$ cat src/sv/dvrt_pkg.sv
`timescale 1ns / 1ps
// Shared types and constants of the distance-vector route table.
package dvrt_pkg;

    localparam int DEF_ENTRIES = 8;

    localparam logic [15:0] UNREACH = 16'hFFFF;

    localparam logic [1:0] KIND_LOAD = 2'd0;
    localparam logic [1:0] KIND_LINK = 2'd1;
    localparam logic [1:0] KIND_ADV  = 2'd2;
    localparam logic [1:0] KIND_READ = 2'd3;

    localparam logic [1:0] ST_DONE      = 2'd0;
    localparam logic [1:0] ST_NOT_FOUND = 2'd1;
    localparam logic [1:0] ST_UNCHANGED = 2'd2;

    typedef struct packed {
        logic [15:0] dest;
        logic [15:0] nh;
        logic [15:0] cost;
        logic [15:0] direct;
    } row_t;

    typedef struct packed {
        logic [1:0]  status;
        logic [15:0] dest;
        logic [15:0] nh;
        logic [15:0] cost;
    } res_t;

endpackage

$ cat src/sv/dvrt_if.sv
`timescale 1ns / 1ps
// Request and response channel interfaces of the distance-vector route table.
interface dvrt_req_if;
    logic        valid;
    logic        ready;
    logic [1:0]  kind;
    logic [2:0]  slot;
    logic [15:0] dest_id;
    logic [15:0] sender_id;
    logic [15:0] cost;

    modport source (output valid, kind, slot, dest_id, sender_id, cost, input ready);
    modport sink (input valid, kind, slot, dest_id, sender_id, cost, output ready);
endinterface

interface dvrt_rsp_if;
    logic        valid;
    logic        ready;
    logic [1:0]  status;
    logic [15:0] entry_dest;
    logic [15:0] entry_next_hop;
    logic [15:0] entry_cost;

    modport source (output valid, status, entry_dest, entry_next_hop, entry_cost,
                    input ready);
    modport sink (input valid, status, entry_dest, entry_next_hop, entry_cost,
                  output ready);
endinterface

$ cat src/sv/dvrt_row_mem.sv
`timescale 1ns / 1ps
// Route table row memory with one write port and one registered read port.
module dvrt_row_mem #(
    parameter int ENTRIES = dvrt_pkg::DEF_ENTRIES
) (
    input  logic                         clk,
    input  logic                         we,
    input  logic [$clog2(ENTRIES)-1:0]   waddr,
    input  dvrt_pkg::row_t               wdata,
    input  logic                         re,
    input  logic [$clog2(ENTRIES)-1:0]   raddr,
    output dvrt_pkg::row_t               rdata
);

    dvrt_pkg::row_t row_mem [ENTRIES];
    dvrt_pkg::row_t rdata_reg;

    always_ff @(posedge clk)
    begin
        if (we)
        begin
            row_mem[waddr] <= wdata;
        end
        if (re)
        begin
            rdata_reg <= row_mem[raddr];
        end
    end

    assign rdata = rdata_reg;

endmodule

$ cat src/sv/distance_vector_route_table_top.sv
`timescale 1ns / 1ps
// Top level of the distance-vector route table.
// The table rows live in one synchronous memory with a single read port, and every
// item is served by a sequencer that reads, modifies and writes rows one at a time.
// A load writes its row, and a read of a loaded slot fetches its row, before the result
// moves to the output register. An advertised distance sweeps all rows once. A link cost
// change sweeps the rows once, then visits each row; every row routed through the changed
// neighbor costs a further sweep. The one read port of the row memory sets the length of
// each of these sequences. A new transaction is accepted as soon as the previous result
// has moved to the output register.
module distance_vector_route_table_top #(
    parameter int ENTRIES = dvrt_pkg::DEF_ENTRIES
) (
    input  logic       clk,
    input  logic       rst_n,
    dvrt_req_if.sink   req,
    dvrt_rsp_if.source rsp
);

    localparam int IDX_W = $clog2(ENTRIES);
    localparam int CNT_W = $clog2(ENTRIES + 1);
    localparam logic [IDX_W-1:0] LAST_IDX = IDX_W'(ENTRIES - 1);
    localparam logic [CNT_W-1:0] CNT_END  = CNT_W'(ENTRIES);
    localparam logic [15:0] UNREACH = dvrt_pkg::UNREACH;

    localparam logic [3:0] S_IDLE    = 4'd0;
    localparam logic [3:0] S_LOAD    = 4'd1;
    localparam logic [3:0] S_SCAN    = 4'd2;
    localparam logic [3:0] S_LC_RD   = 4'd3;
    localparam logic [3:0] S_LC_MOD  = 4'd4;
    localparam logic [3:0] S_LC_WB   = 4'd5;
    localparam logic [3:0] S_RX_RD   = 4'd6;
    localparam logic [3:0] S_RX_MOD  = 4'd7;
    localparam logic [3:0] S_ROW_RD  = 4'd8;
    localparam logic [3:0] S_ROW_OUT = 4'd9;
    localparam logic [3:0] S_EMIT    = 4'd10;

    localparam logic [1:0] SM_LINK  = 2'd0;
    localparam logic [1:0] SM_RELAX = 2'd1;
    localparam logic [1:0] SM_INNER = 2'd2;

    typedef struct packed {
        logic [15:0]      key;
        logic [15:0]      snd;
        logic [15:0]      c;
        logic [15:0]      skey;
        logic [1:0]       mode;
        logic [IDX_W-1:0] cmp_idx;
        logic             f1;
        logic [IDX_W-1:0] idx1;
        logic [15:0]      dir1;
        logic             f2;
        logic [15:0]      cost2;
        logic [15:0]      prev;
        logic [IDX_W-1:0] first;
        logic [IDX_W-1:0] i;
        logic [IDX_W-1:0] tgt;
        logic [1:0]       st;
        dvrt_pkg::row_t   row;
        logic [15:0]      upd;
        logic [15:0]      sum;
        dvrt_pkg::res_t   res;
        dvrt_pkg::res_t   out;
    } ctx_t;

    logic [3:0]         state_reg;
    logic [3:0]         state_next;
    logic [ENTRIES-1:0] valid_reg;
    logic [ENTRIES-1:0] valid_next;
    logic [CNT_W-1:0]   cnt_reg;
    logic [CNT_W-1:0]   cnt_next;
    logic               cmp_vld_reg;
    logic               cmp_vld_next;
    logic               rsp_valid_reg;
    logic               rsp_valid_next;
    ctx_t               ctx_reg;
    ctx_t               ctx_next;

    logic               mem_we;
    logic [IDX_W-1:0]   mem_waddr;
    dvrt_pkg::row_t     mem_wdata;
    logic               mem_re;
    logic [IDX_W-1:0]   mem_raddr;
    dvrt_pkg::row_t     mem_rdata;

    logic               slot_oor;
    logic [IDX_W-1:0]   slot_idx;
    logic [16:0]        rx_sum;
    logic [15:0]        rx_sat;
    logic [17:0]        lc_delta;
    logic [15:0]        lc_upd;
    logic [15:0]        lc_dc;
    logic               lc_adv;

    dvrt_row_mem #(
        .ENTRIES (ENTRIES)
    ) u_row_mem (
        .clk   (clk),
        .we    (mem_we),
        .waddr (mem_waddr),
        .wdata (mem_wdata),
        .re    (mem_re),
        .raddr (mem_raddr),
        .rdata (mem_rdata)
    );

    assign slot_oor = int'(req.slot) >= ENTRIES;
    assign slot_idx = IDX_W'(req.slot);

    assign rx_sum = {1'b0, ctx_reg.cost2} + {1'b0, ctx_reg.c};
    assign rx_sat = rx_sum[16] ? UNREACH : rx_sum[15:0];

    // Path cost shifted by the change of the direct link, clamped to the 16-bit range.
    assign lc_delta = {2'b00, mem_rdata.cost} + {2'b00, ctx_reg.c} - {2'b00, ctx_reg.prev};
    always_comb
    begin
        if (mem_rdata.cost == UNREACH || ctx_reg.c == UNREACH)
        begin
            lc_upd = UNREACH;
        end
        else if (lc_delta[17])
        begin
            lc_upd = '0;
        end
        else if (lc_delta[16])
        begin
            lc_upd = UNREACH;
        end
        else
        begin
            lc_upd = lc_delta[15:0];
        end
    end

    assign lc_dc = ctx_reg.f1 ? ctx_reg.dir1 : UNREACH;

    always_comb
    begin
        state_next     = state_reg;
        valid_next     = valid_reg;
        cnt_next       = cnt_reg;
        cmp_vld_next   = 1'b0;
        rsp_valid_next = rsp_valid_reg;
        ctx_next       = ctx_reg;
        mem_we         = 1'b0;
        mem_waddr      = ctx_reg.i;
        mem_wdata      = ctx_reg.row;
        mem_re         = 1'b0;
        mem_raddr      = ctx_reg.tgt;
        lc_adv         = 1'b0;

        if (rsp_valid_reg && rsp.ready)
        begin
            rsp_valid_next = 1'b0;
        end

        unique case (state_reg)
            S_IDLE:
            begin
                if (req.valid)
                begin
                    ctx_next.key  = req.dest_id;
                    ctx_next.snd  = req.sender_id;
                    ctx_next.c    = req.cost;
                    ctx_next.skey = req.dest_id;
                    ctx_next.tgt  = slot_idx;
                    ctx_next.f1   = 1'b0;
                    ctx_next.f2   = 1'b0;
                    cnt_next      = '0;
                    unique case (req.kind)
                        dvrt_pkg::KIND_LOAD:
                        begin
                            if (slot_oor)
                            begin
                                ctx_next.res = '{status: dvrt_pkg::ST_NOT_FOUND,
                                                 dest: '0, nh: '0, cost: '0};
                                state_next = S_EMIT;
                            end
                            else
                            begin
                                state_next = S_LOAD;
                            end
                        end
                        dvrt_pkg::KIND_LINK:
                        begin
                            ctx_next.mode = SM_LINK;
                            state_next    = S_SCAN;
                        end
                        dvrt_pkg::KIND_ADV:
                        begin
                            ctx_next.mode = SM_RELAX;
                            state_next    = S_SCAN;
                        end
                        dvrt_pkg::KIND_READ:
                        begin
                            if (slot_oor)
                            begin
                                ctx_next.res = '{status: dvrt_pkg::ST_NOT_FOUND,
                                                 dest: '0, nh: '0, cost: '0};
                                state_next = S_EMIT;
                            end
                            else if (!valid_reg[slot_idx])
                            begin
                                ctx_next.res = '{status: dvrt_pkg::ST_DONE,
                                                 dest: '0, nh: '0, cost: '0};
                                state_next = S_EMIT;
                            end
                            else
                            begin
                                ctx_next.st = dvrt_pkg::ST_DONE;
                                state_next  = S_ROW_RD;
                            end
                        end
                    endcase
                end
            end

            S_LOAD:
            begin
                mem_we           = 1'b1;
                mem_waddr        = ctx_reg.tgt;
                mem_wdata.dest   = ctx_reg.key;
                mem_wdata.nh     = (ctx_reg.c != UNREACH) ? ctx_reg.key : UNREACH;
                mem_wdata.cost   = ctx_reg.c;
                mem_wdata.direct = ctx_reg.c;
                valid_next[ctx_reg.tgt] = 1'b1;
                ctx_next.res = '{status: dvrt_pkg::ST_DONE, dest: mem_wdata.dest,
                                 nh: mem_wdata.nh, cost: mem_wdata.cost};
                state_next = S_EMIT;
            end

            S_SCAN:
            begin
                if (cnt_reg != CNT_END)
                begin
                    mem_re           = 1'b1;
                    mem_raddr        = cnt_reg[IDX_W-1:0];
                    cmp_vld_next     = 1'b1;
                    ctx_next.cmp_idx = cnt_reg[IDX_W-1:0];
                    cnt_next         = CNT_W'(cnt_reg + 1'b1);
                end
                if (cmp_vld_reg && valid_reg[ctx_reg.cmp_idx])
                begin
                    if (mem_rdata.dest == ctx_reg.skey)
                    begin
                        if (!ctx_reg.f1)
                        begin
                            ctx_next.idx1 = ctx_reg.cmp_idx;
                        end
                        ctx_next.f1   = 1'b1;
                        ctx_next.dir1 = mem_rdata.direct;
                    end
                    if (mem_rdata.dest == ctx_reg.snd)
                    begin
                        ctx_next.f2    = 1'b1;
                        ctx_next.cost2 = mem_rdata.cost;
                    end
                end
                if (cnt_reg == CNT_END && !cmp_vld_reg)
                begin
                    unique case (ctx_reg.mode)
                        SM_LINK:
                        begin
                            if (!ctx_reg.f1)
                            begin
                                ctx_next.res = '{status: dvrt_pkg::ST_NOT_FOUND,
                                                 dest: ctx_reg.key, nh: '0, cost: '0};
                                state_next = S_EMIT;
                            end
                            else
                            begin
                                ctx_next.prev  = ctx_reg.dir1;
                                ctx_next.first = ctx_reg.idx1;
                                ctx_next.i     = '0;
                                state_next     = S_LC_RD;
                            end
                        end
                        SM_RELAX:
                        begin
                            if (!ctx_reg.f1 || !ctx_reg.f2)
                            begin
                                ctx_next.res = '{status: dvrt_pkg::ST_NOT_FOUND,
                                                 dest: ctx_reg.key, nh: '0, cost: '0};
                                state_next = S_EMIT;
                            end
                            else if (ctx_reg.c == UNREACH)
                            begin
                                ctx_next.tgt = ctx_reg.idx1;
                                ctx_next.st  = dvrt_pkg::ST_UNCHANGED;
                                state_next   = S_ROW_RD;
                            end
                            else
                            begin
                                ctx_next.tgt = ctx_reg.idx1;
                                ctx_next.sum = rx_sat;
                                state_next   = S_RX_RD;
                            end
                        end
                        SM_INNER:
                        begin
                            state_next = S_LC_WB;
                        end
                        default:
                        begin
                            state_next = S_IDLE;
                        end
                    endcase
                end
            end

            S_LC_RD:
            begin
                if (valid_reg[ctx_reg.i])
                begin
                    mem_re     = 1'b1;
                    mem_raddr  = ctx_reg.i;
                    state_next = S_LC_MOD;
                end
                else
                begin
                    lc_adv = 1'b1;
                end
            end

            S_LC_MOD:
            begin
                if (mem_rdata.dest == ctx_reg.key)
                begin
                    mem_we           = 1'b1;
                    mem_waddr        = ctx_reg.i;
                    mem_wdata        = mem_rdata;
                    mem_wdata.direct = ctx_reg.c;
                    if (mem_rdata.nh == ctx_reg.key)
                    begin
                        mem_wdata.cost = ctx_reg.c;
                    end
                    else if (mem_rdata.cost > ctx_reg.c)
                    begin
                        mem_wdata.cost = ctx_reg.c;
                        mem_wdata.nh   = ctx_reg.key;
                    end
                    lc_adv = 1'b1;
                end
                else if (mem_rdata.nh == ctx_reg.key)
                begin
                    ctx_next.row  = mem_rdata;
                    ctx_next.upd  = lc_upd;
                    ctx_next.skey = mem_rdata.dest;
                    ctx_next.mode = SM_INNER;
                    ctx_next.f1   = 1'b0;
                    ctx_next.f2   = 1'b0;
                    cnt_next      = '0;
                    state_next    = S_SCAN;
                end
                else
                begin
                    lc_adv = 1'b1;
                end
            end

            S_LC_WB:
            begin
                mem_we    = 1'b1;
                mem_waddr = ctx_reg.i;
                mem_wdata = ctx_reg.row;
                if (lc_dc <= ctx_reg.upd)
                begin
                    mem_wdata.nh   = ctx_reg.row.dest;
                    mem_wdata.cost = lc_dc;
                end
                else
                begin
                    mem_wdata.cost = ctx_reg.upd;
                end
                lc_adv = 1'b1;
            end

            S_RX_RD:
            begin
                mem_re     = 1'b1;
                mem_raddr  = ctx_reg.tgt;
                state_next = S_RX_MOD;
            end

            S_RX_MOD:
            begin
                if (ctx_reg.sum < mem_rdata.cost)
                begin
                    mem_we         = 1'b1;
                    mem_waddr      = ctx_reg.tgt;
                    mem_wdata      = mem_rdata;
                    mem_wdata.nh   = ctx_reg.snd;
                    mem_wdata.cost = ctx_reg.sum;
                    ctx_next.res = '{status: dvrt_pkg::ST_DONE, dest: mem_rdata.dest,
                                     nh: ctx_reg.snd, cost: ctx_reg.sum};
                end
                else
                begin
                    ctx_next.res = '{status: dvrt_pkg::ST_UNCHANGED, dest: mem_rdata.dest,
                                     nh: mem_rdata.nh, cost: mem_rdata.cost};
                end
                state_next = S_EMIT;
            end

            S_ROW_RD:
            begin
                mem_re     = 1'b1;
                mem_raddr  = ctx_reg.tgt;
                state_next = S_ROW_OUT;
            end

            S_ROW_OUT:
            begin
                ctx_next.res = '{status: ctx_reg.st, dest: mem_rdata.dest,
                                 nh: mem_rdata.nh, cost: mem_rdata.cost};
                state_next = S_EMIT;
            end

            S_EMIT:
            begin
                if (!rsp_valid_reg || rsp.ready)
                begin
                    rsp_valid_next = 1'b1;
                    ctx_next.out   = ctx_reg.res;
                    state_next     = S_IDLE;
                end
            end

            default:
            begin
                state_next = S_IDLE;
            end
        endcase

        // After the last row of a link cost change, the first row of the neighbor is shown.
        if (lc_adv)
        begin
            if (ctx_reg.i == LAST_IDX)
            begin
                ctx_next.tgt = ctx_reg.first;
                ctx_next.st  = dvrt_pkg::ST_DONE;
                state_next   = S_ROW_RD;
            end
            else
            begin
                ctx_next.i = IDX_W'(ctx_reg.i + 1'b1);
                state_next = S_LC_RD;
            end
        end
    end

    always_ff @(posedge clk or negedge rst_n)
    begin
        if (!rst_n)
        begin
            state_reg     <= S_IDLE;
            valid_reg     <= '0;
            cnt_reg       <= '0;
            cmp_vld_reg   <= 1'b0;
            rsp_valid_reg <= 1'b0;
        end
        else
        begin
            state_reg     <= state_next;
            valid_reg     <= valid_next;
            cnt_reg       <= cnt_next;
            cmp_vld_reg   <= cmp_vld_next;
            rsp_valid_reg <= rsp_valid_next;
        end
    end

    always_ff @(posedge clk)
    begin
        ctx_reg <= ctx_next;
    end

    assign req.ready          = (state_reg == S_IDLE);
    assign rsp.valid          = rsp_valid_reg;
    assign rsp.status         = ctx_reg.out.status;
    assign rsp.entry_dest     = ctx_reg.out.dest;
    assign rsp.entry_next_hop = ctx_reg.out.nh;
    assign rsp.entry_cost     = ctx_reg.out.cost;

endmodule

$ cat src/flat_wrapper.sv
// flat-port wrapper written by rule: the top's interface ports become plain ports
module distance_vector_route_table_top_flat 
#(
    parameter int ENTRIES = dvrt_pkg::DEF_ENTRIES
)
  (clk, rst_n, req_valid, req_kind, req_slot, req_dest_id, req_sender_id, req_cost, req_ready, rsp_valid, rsp_status, rsp_entry_dest, rsp_entry_next_hop, rsp_entry_cost, rsp_ready);
  dvrt_req_if req_i ();
  dvrt_rsp_if rsp_i ();
  input  logic clk;
  input  logic rst_n;
  input wire logic [$bits(req_i.valid)-1:0] req_valid;
  input wire logic [$bits(req_i.kind)-1:0] req_kind;
  input wire logic [$bits(req_i.slot)-1:0] req_slot;
  input wire logic [$bits(req_i.dest_id)-1:0] req_dest_id;
  input wire logic [$bits(req_i.sender_id)-1:0] req_sender_id;
  input wire logic [$bits(req_i.cost)-1:0] req_cost;
  output wire logic [$bits(req_i.ready)-1:0] req_ready;
  output wire logic [$bits(rsp_i.valid)-1:0] rsp_valid;
  output wire logic [$bits(rsp_i.status)-1:0] rsp_status;
  output wire logic [$bits(rsp_i.entry_dest)-1:0] rsp_entry_dest;
  output wire logic [$bits(rsp_i.entry_next_hop)-1:0] rsp_entry_next_hop;
  output wire logic [$bits(rsp_i.entry_cost)-1:0] rsp_entry_cost;
  input wire logic [$bits(rsp_i.ready)-1:0] rsp_ready;
  assign req_i.valid = req_valid;
  assign req_i.kind = req_kind;
  assign req_i.slot = req_slot;
  assign req_i.dest_id = req_dest_id;
  assign req_i.sender_id = req_sender_id;
  assign req_i.cost = req_cost;
  assign req_ready = req_i.ready;
  assign rsp_valid = rsp_i.valid;
  assign rsp_status = rsp_i.status;
  assign rsp_entry_dest = rsp_i.entry_dest;
  assign rsp_entry_next_hop = rsp_i.entry_next_hop;
  assign rsp_entry_cost = rsp_i.entry_cost;
  assign rsp_i.ready = rsp_ready;
  distance_vector_route_table_top #(.ENTRIES(ENTRIES)) u_core (.clk(clk), .rst_n(rst_n), .req(req_i), .rsp(rsp_i));
endmodule
$ cat config.mk
export PLATFORM = sky130hd
export DESIGN_NAME = distance_vector_route_table_top_flat
export DESIGN_NICKNAME = d
export VERILOG_FILES = /design/src/sv/dvrt_pkg.sv /design/src/sv/dvrt_if.sv /design/src/sv/dvrt_row_mem.sv /design/src/sv/distance_vector_route_table_top.sv /design/src/flat_wrapper.sv
export SDC_FILE = /design/constraint.sdc
export NUM_CORES = 1
export LEC_CHECK = 0
export ABC_AREA = 1
export BUFFER_PORTS_ARGS = -buffer_cell sky130_fd_sc_hd__buf_2
export CORE_MARGIN = 2
export CORE_UTILIZATION = 50
export CTS_CLUSTER_DIAMETER = 50
export DETAILED_ROUTE_END_ITERATION = 16
export PLACE_DENSITY = 0.64
export RECOVER_POWER = 25
export SLEW_MARGIN = 25
export SYNTH_ARGS = -nofsm -noshare
export SYNTH_HDL_FRONTEND = slang
export SYNTH_SLANG_ARGS = --single-unit
export TNS_END_PERCENT = 100
$ cat constraint.sdc
create_clock -name clk -period 14.46 [get_ports clk]
set_input_delay 2.169 -clock clk [delete_from_list [all_inputs] [get_ports clk]]
set_output_delay 2.169 -clock clk [all_outputs]
set_load 0.02 [all_outputs]
==> flow_metrics.py <==
metrics = {
    "floorplanning": {
        "core_um2": 90000,
        "initial_core_util_pct": 50.4,
        "die_area_um2": 93200,
        "die_w_um": 305,
        "io_pins": 109,
        "die_height_um": 305,
        "rows": 110,
    },
    "clock_tree": {
        "ctsHoldBuffers": 0,
        "clkTransAtPathRegs_ns": 0.06,
        "post_cts_resized": 0,
        "cts_tree": "yes",
        "cts_setup_buffers": 0,
        "cts_buffers": 105,
        "clock-sinks": 923,
        "ctsHtreeMaxLevel": 3,
        "clock_latency_ns": 0.68,
        "cts-root-buf": "clkbuf_16",
        "clock_path_buffers": 3,
    },
    "worst_setup_path": {
        "cp_max_fo": 60,
        "timing_worst_setup_path_type": "reg2reg",
        "cp-start-kind": "flop",
        "end_kind": "flop",
        "rrSetupSlack_ns": 7.73,
        "critical_path_arrival_ns": 6.88,
        "crit_required_ns": 14.61,
        "r2r-start": "u_core.state_reg[1]",
        "rr_worst_depth": 7,
        "r2r-end": "u_core.u_row_mem.rdata[38]",
    },
    "detailed_routing": {
        "dr_total_vias": 32900,
        "route.detailed.drc": 0,
        "first_iter_violations": 3915,
        "vias_per_cell": 5.51,
        "wire_per_inst_um": 20.6,
        "postRouteAntennaNets": 0,
        "routed_wl_um": 123000,
        "firstDrtPassIters": 6,
    },
    "sta": {
        "clock_skew_ns": 0.0254,
        "slew-limit-headroom_pct": -231,
        "fin_crit_sh_pct": 46.5,
        "max_freq_mhz": 149,
        "tns_ns": 0,
        "tightestPinTransition_ns": 4.96,
        "setup_viol_count_final": 0,
        "slew_viol_final": 201,
        "post-route-min-period_ns": 6.73,
        "finalHoldViolCount": 0,
        "rsz0062_at_grt": "no",
    },
    "final_layout": {
        "nets": 4866,
        "area_growth_syn_to_layout_pct": 10.4,
        "largest_reg_flops": 512,
        "diodes": 0,
        "drive_gt1_share_pct": 7.14,
    },
    "logic_synthesis": {
        "synth_area_um2": 45400,
        "yosys_warnings": 0,
        "ys_ff_latch": 923,
        "synthMuxAreaShare_pct": 0,
        "synth-xor-area-share_pct": 1.35,
        "synthArstFlopShare_pct": 1.95,
        "synth-edff-count": 897,
        "synth_compound_area_share_pct": 4.10,
        "synth_top_family_by_area": "simple AND/OR/NAND/NOR gates",
        "synth.avg_cell_area_um2": 9.66,
        "synth_seq_area_share_pct": 60.7,
        "synth_fa_ha_area_share_pct": 3.15,
        "syn-num-nets": 4859,
        "synth_cell_types": 56,
        "ys.flop_type": "edfxtp_1",
        "syn_inst": 4698,
        "yosys.area_share.simple_pct": 20.4,
    },
    "run_status": {
        "violations": "max-capacitance violations, max-slew violations",
        "outcome": "complete, but fails checks",
    },
    "global_routing": {
        "overflow": 0,
        "grt_pass1_vias": 30700,
        "antenna_found_initial": 2,
        "track_usage_pct": 26.3,
        "grt_pass1_wl_um": 188000,
        "grt_max_degree": 164,
    },
    "worst_hold_path": {
        "hold_path_startpoint": "u_core.ctx_reg[68]",
        "min_path_type": "reg2reg",
        "whs_endpoint": "u_core.rsp.entry_next_hop[2]",
        "hold_path_depth": 0,
    },
    "pwr": {
        "pwr_density_cell_nw_per_um2": 230,
        "ir_worst_vdd_v": 0.000155,
        "leakagePower_uw": 0.0218,
        "p_total_uw": 11500,
    },
    "run": {
        "drv_cap": 5,
    },
    "place": {
        "hpwl_um": 78500,
        "gp_congestion": 0.992,
        "portBuffers": 108,
    },
}
[logic make-up after synthesis]
group	Yosys count
AO/OA/AOI/OAI	323
AND/OR/NAND/NOR	2154
XOR/XNOR	70
buffers and inverters	1124
adder cells (fa/ha/maj)	104
flip-flops	923
[cells in the final DEF (no fill, tap or decap), types with 5 or more instances in the layout]
| cell type | Yosys | routed |
|---|---|---|
| dfxtp_1 | 8 | 8 |
| o41ai_1 | 8 | 8 |
| o21ai_0 | 112 | 110 |
| a21o_1 | 5 | 5 |
| o21ai_1 | 12 | 14 |
| o221ai_1 | 6 | 6 |
| nor2_4 | 1 | 11 |
| clkbuf_16 | 0 | 106 |
| nor2_1 | 215 | 204 |
| clkinv_1 | 1 | 18 |
| or2_2 | 5 | 5 |
| inv_2 | 11 | 7 |
| nand2_1 | 1097 | 1099 |
| xnor2_1 | 46 | 46 |
| edfxtp_1 | 897 | 897 |
| o21a_1 | 6 | 6 |
| nand4_1 | 35 | 35 |
| buf_4 | 82 | 30 |
| nor2_2 | 5 | 6 |
| inv_6 | 0 | 8 |
| o211ai_1 | 35 | 35 |
| buf_2 | 93 | 90 |
| nor4_1 | 7 | 7 |
| clkinv_2 | 0 | 17 |
| buf_6 | 1 | 6 |
| bufinv_16 | 0 | 15 |
| nor3_1 | 25 | 25 |
| clkbuf_1 | 62 | 38 |
| a21oi_1 | 100 | 99 |
| fa_1 | 17 | 17 |
| clkinvlp_4 | 0 | 8 |
| xor2_1 | 24 | 24 |
| a31oi_1 | 19 | 19 |
| inv_1 | 857 | 859 |
| dfrtp_1 | 18 | 18 |
| nand3_1 | 747 | 747 |
| clkinv_4 | 0 | 5 |
| inv_8 | 0 | 5 |
| ha_1 | 87 | 87 |
[per-stage QoR]
step | worst slack (ns) | cell area [um2] | std cells | hold slack (ns) | utilization, %
final | 7.73 | 50100 | 5969 | 0.417 | 55.7
after global routing | 7.46 | 50100 | 5969 | 0.424 | 55.7
after CTS | 9.19 | 50200 | 5968 | 0.418 | 55.7
after detailed placement | 9.22 | 46500 | 5773 | 0.405 | 51.7
after global placement | 9.33 | 46500 | 5773 | 0.401 | 51.7
after floorplan | 5.83 | 45400 | 4698 | 0.400 | -
[how the worst max path moves through the flow]
stage | startpoint | end | slack (ns)
2_1_floorplan | req_slot[0] | u_core.ctx_reg[50] | 5.83
3_3_place_gp | u_core.state_reg[1] | u_core.u_row_mem.rdata[30] | 9.33
3_5_place_dp | u_core.state_reg[1] | u_core.u_row_mem.rdata[30] | 9.22
4_1_cts | u_core.state_reg[1] | u_core.u_row_mem.rdata[30] | 9.19
5_1_grt | u_core.state_reg[1] | u_core.u_row_mem.rdata[38] | 7.46
6_report | u_core.state_reg[1] | u_core.u_row_mem.rdata[38] | 7.73
[layer usage]
layer | wire length (um) | global-route usage [%] | vias up | share of wire [%]
met5 | 11 | 0 | - | 0.0089
li1 | - | - | 15400 | -
met3 | 11800 | 4.33 | 193 | 9.6
met2 | 53600 | 39.2 | 1529 | 44
met1 | 54700 | 39.6 | 15700 | 44
met4 | 3070 | 7.69 | 2 | 2.5
[synthesized netlist by cell type, drive strengths merged (2+ instances only)]
cell type	instances	area (um2)
buf	189	1140
nand3	749	3760
clkbuf	66	263
a21o	5	37.5
nand3b	2	15.0
a21oi	100	500
nor4	8	65.1
nand2	1104	4170
dfxtp	8	160
o41ai	8	70.1
nor2	221	850
xnor2	46	403
nand4	35	219
o221ai	6	52.6
o21bai	3	22.5
a211oi	3	22.5
a31oi	19	119
o22ai	3	18.8
o211ai	35	263
ha	87	1090
edfxtp	897	26900
or2	6	37.5
o21a	6	45.0
a21boi	4	30.0
inv	868	3260
dfrtp	18	450
fa	17	340
nor3	27	151
o21ai	125	629
xor2	24	210
[worst max-delay path: stages, from the launching register on]
cell and delay [ns]:
dfrtp_1 0.38, inv_1 0.16, nor2_1 0.16, nand2_1 0.69, inv_1 0.55, nand2_1 0.25
nand3_1 0.43, clkbuf_1 3.50
[area by class of cell]
| type | instances | area [um2] |
|---|---|---|
| fill | 7820 | 39900 |
| sequential | 923 | 27500 |
| multi-input combinational | 2651 | 13300 |
| inverter | 869 | 3270 |
| clock buffer | 117 | 2700 |
| tap | 1176 | 1470 |
| clock inverter | 78 | 927 |
| timing repair buffer | 155 | 876 |
[power by group]
part / leakage [uW] / internal [uW] / total (uW) / switching (uW)
clock network: 0.00176 / 1630 / 2760 / 1130
registers: 0.00848 / 3920 / 4340 / 417
logic: 0.0116 / 1190 / 4410 / 3220
total: 0.0218 / 6740 / 11500 / 4760
(Power assumes the default switching activity.)
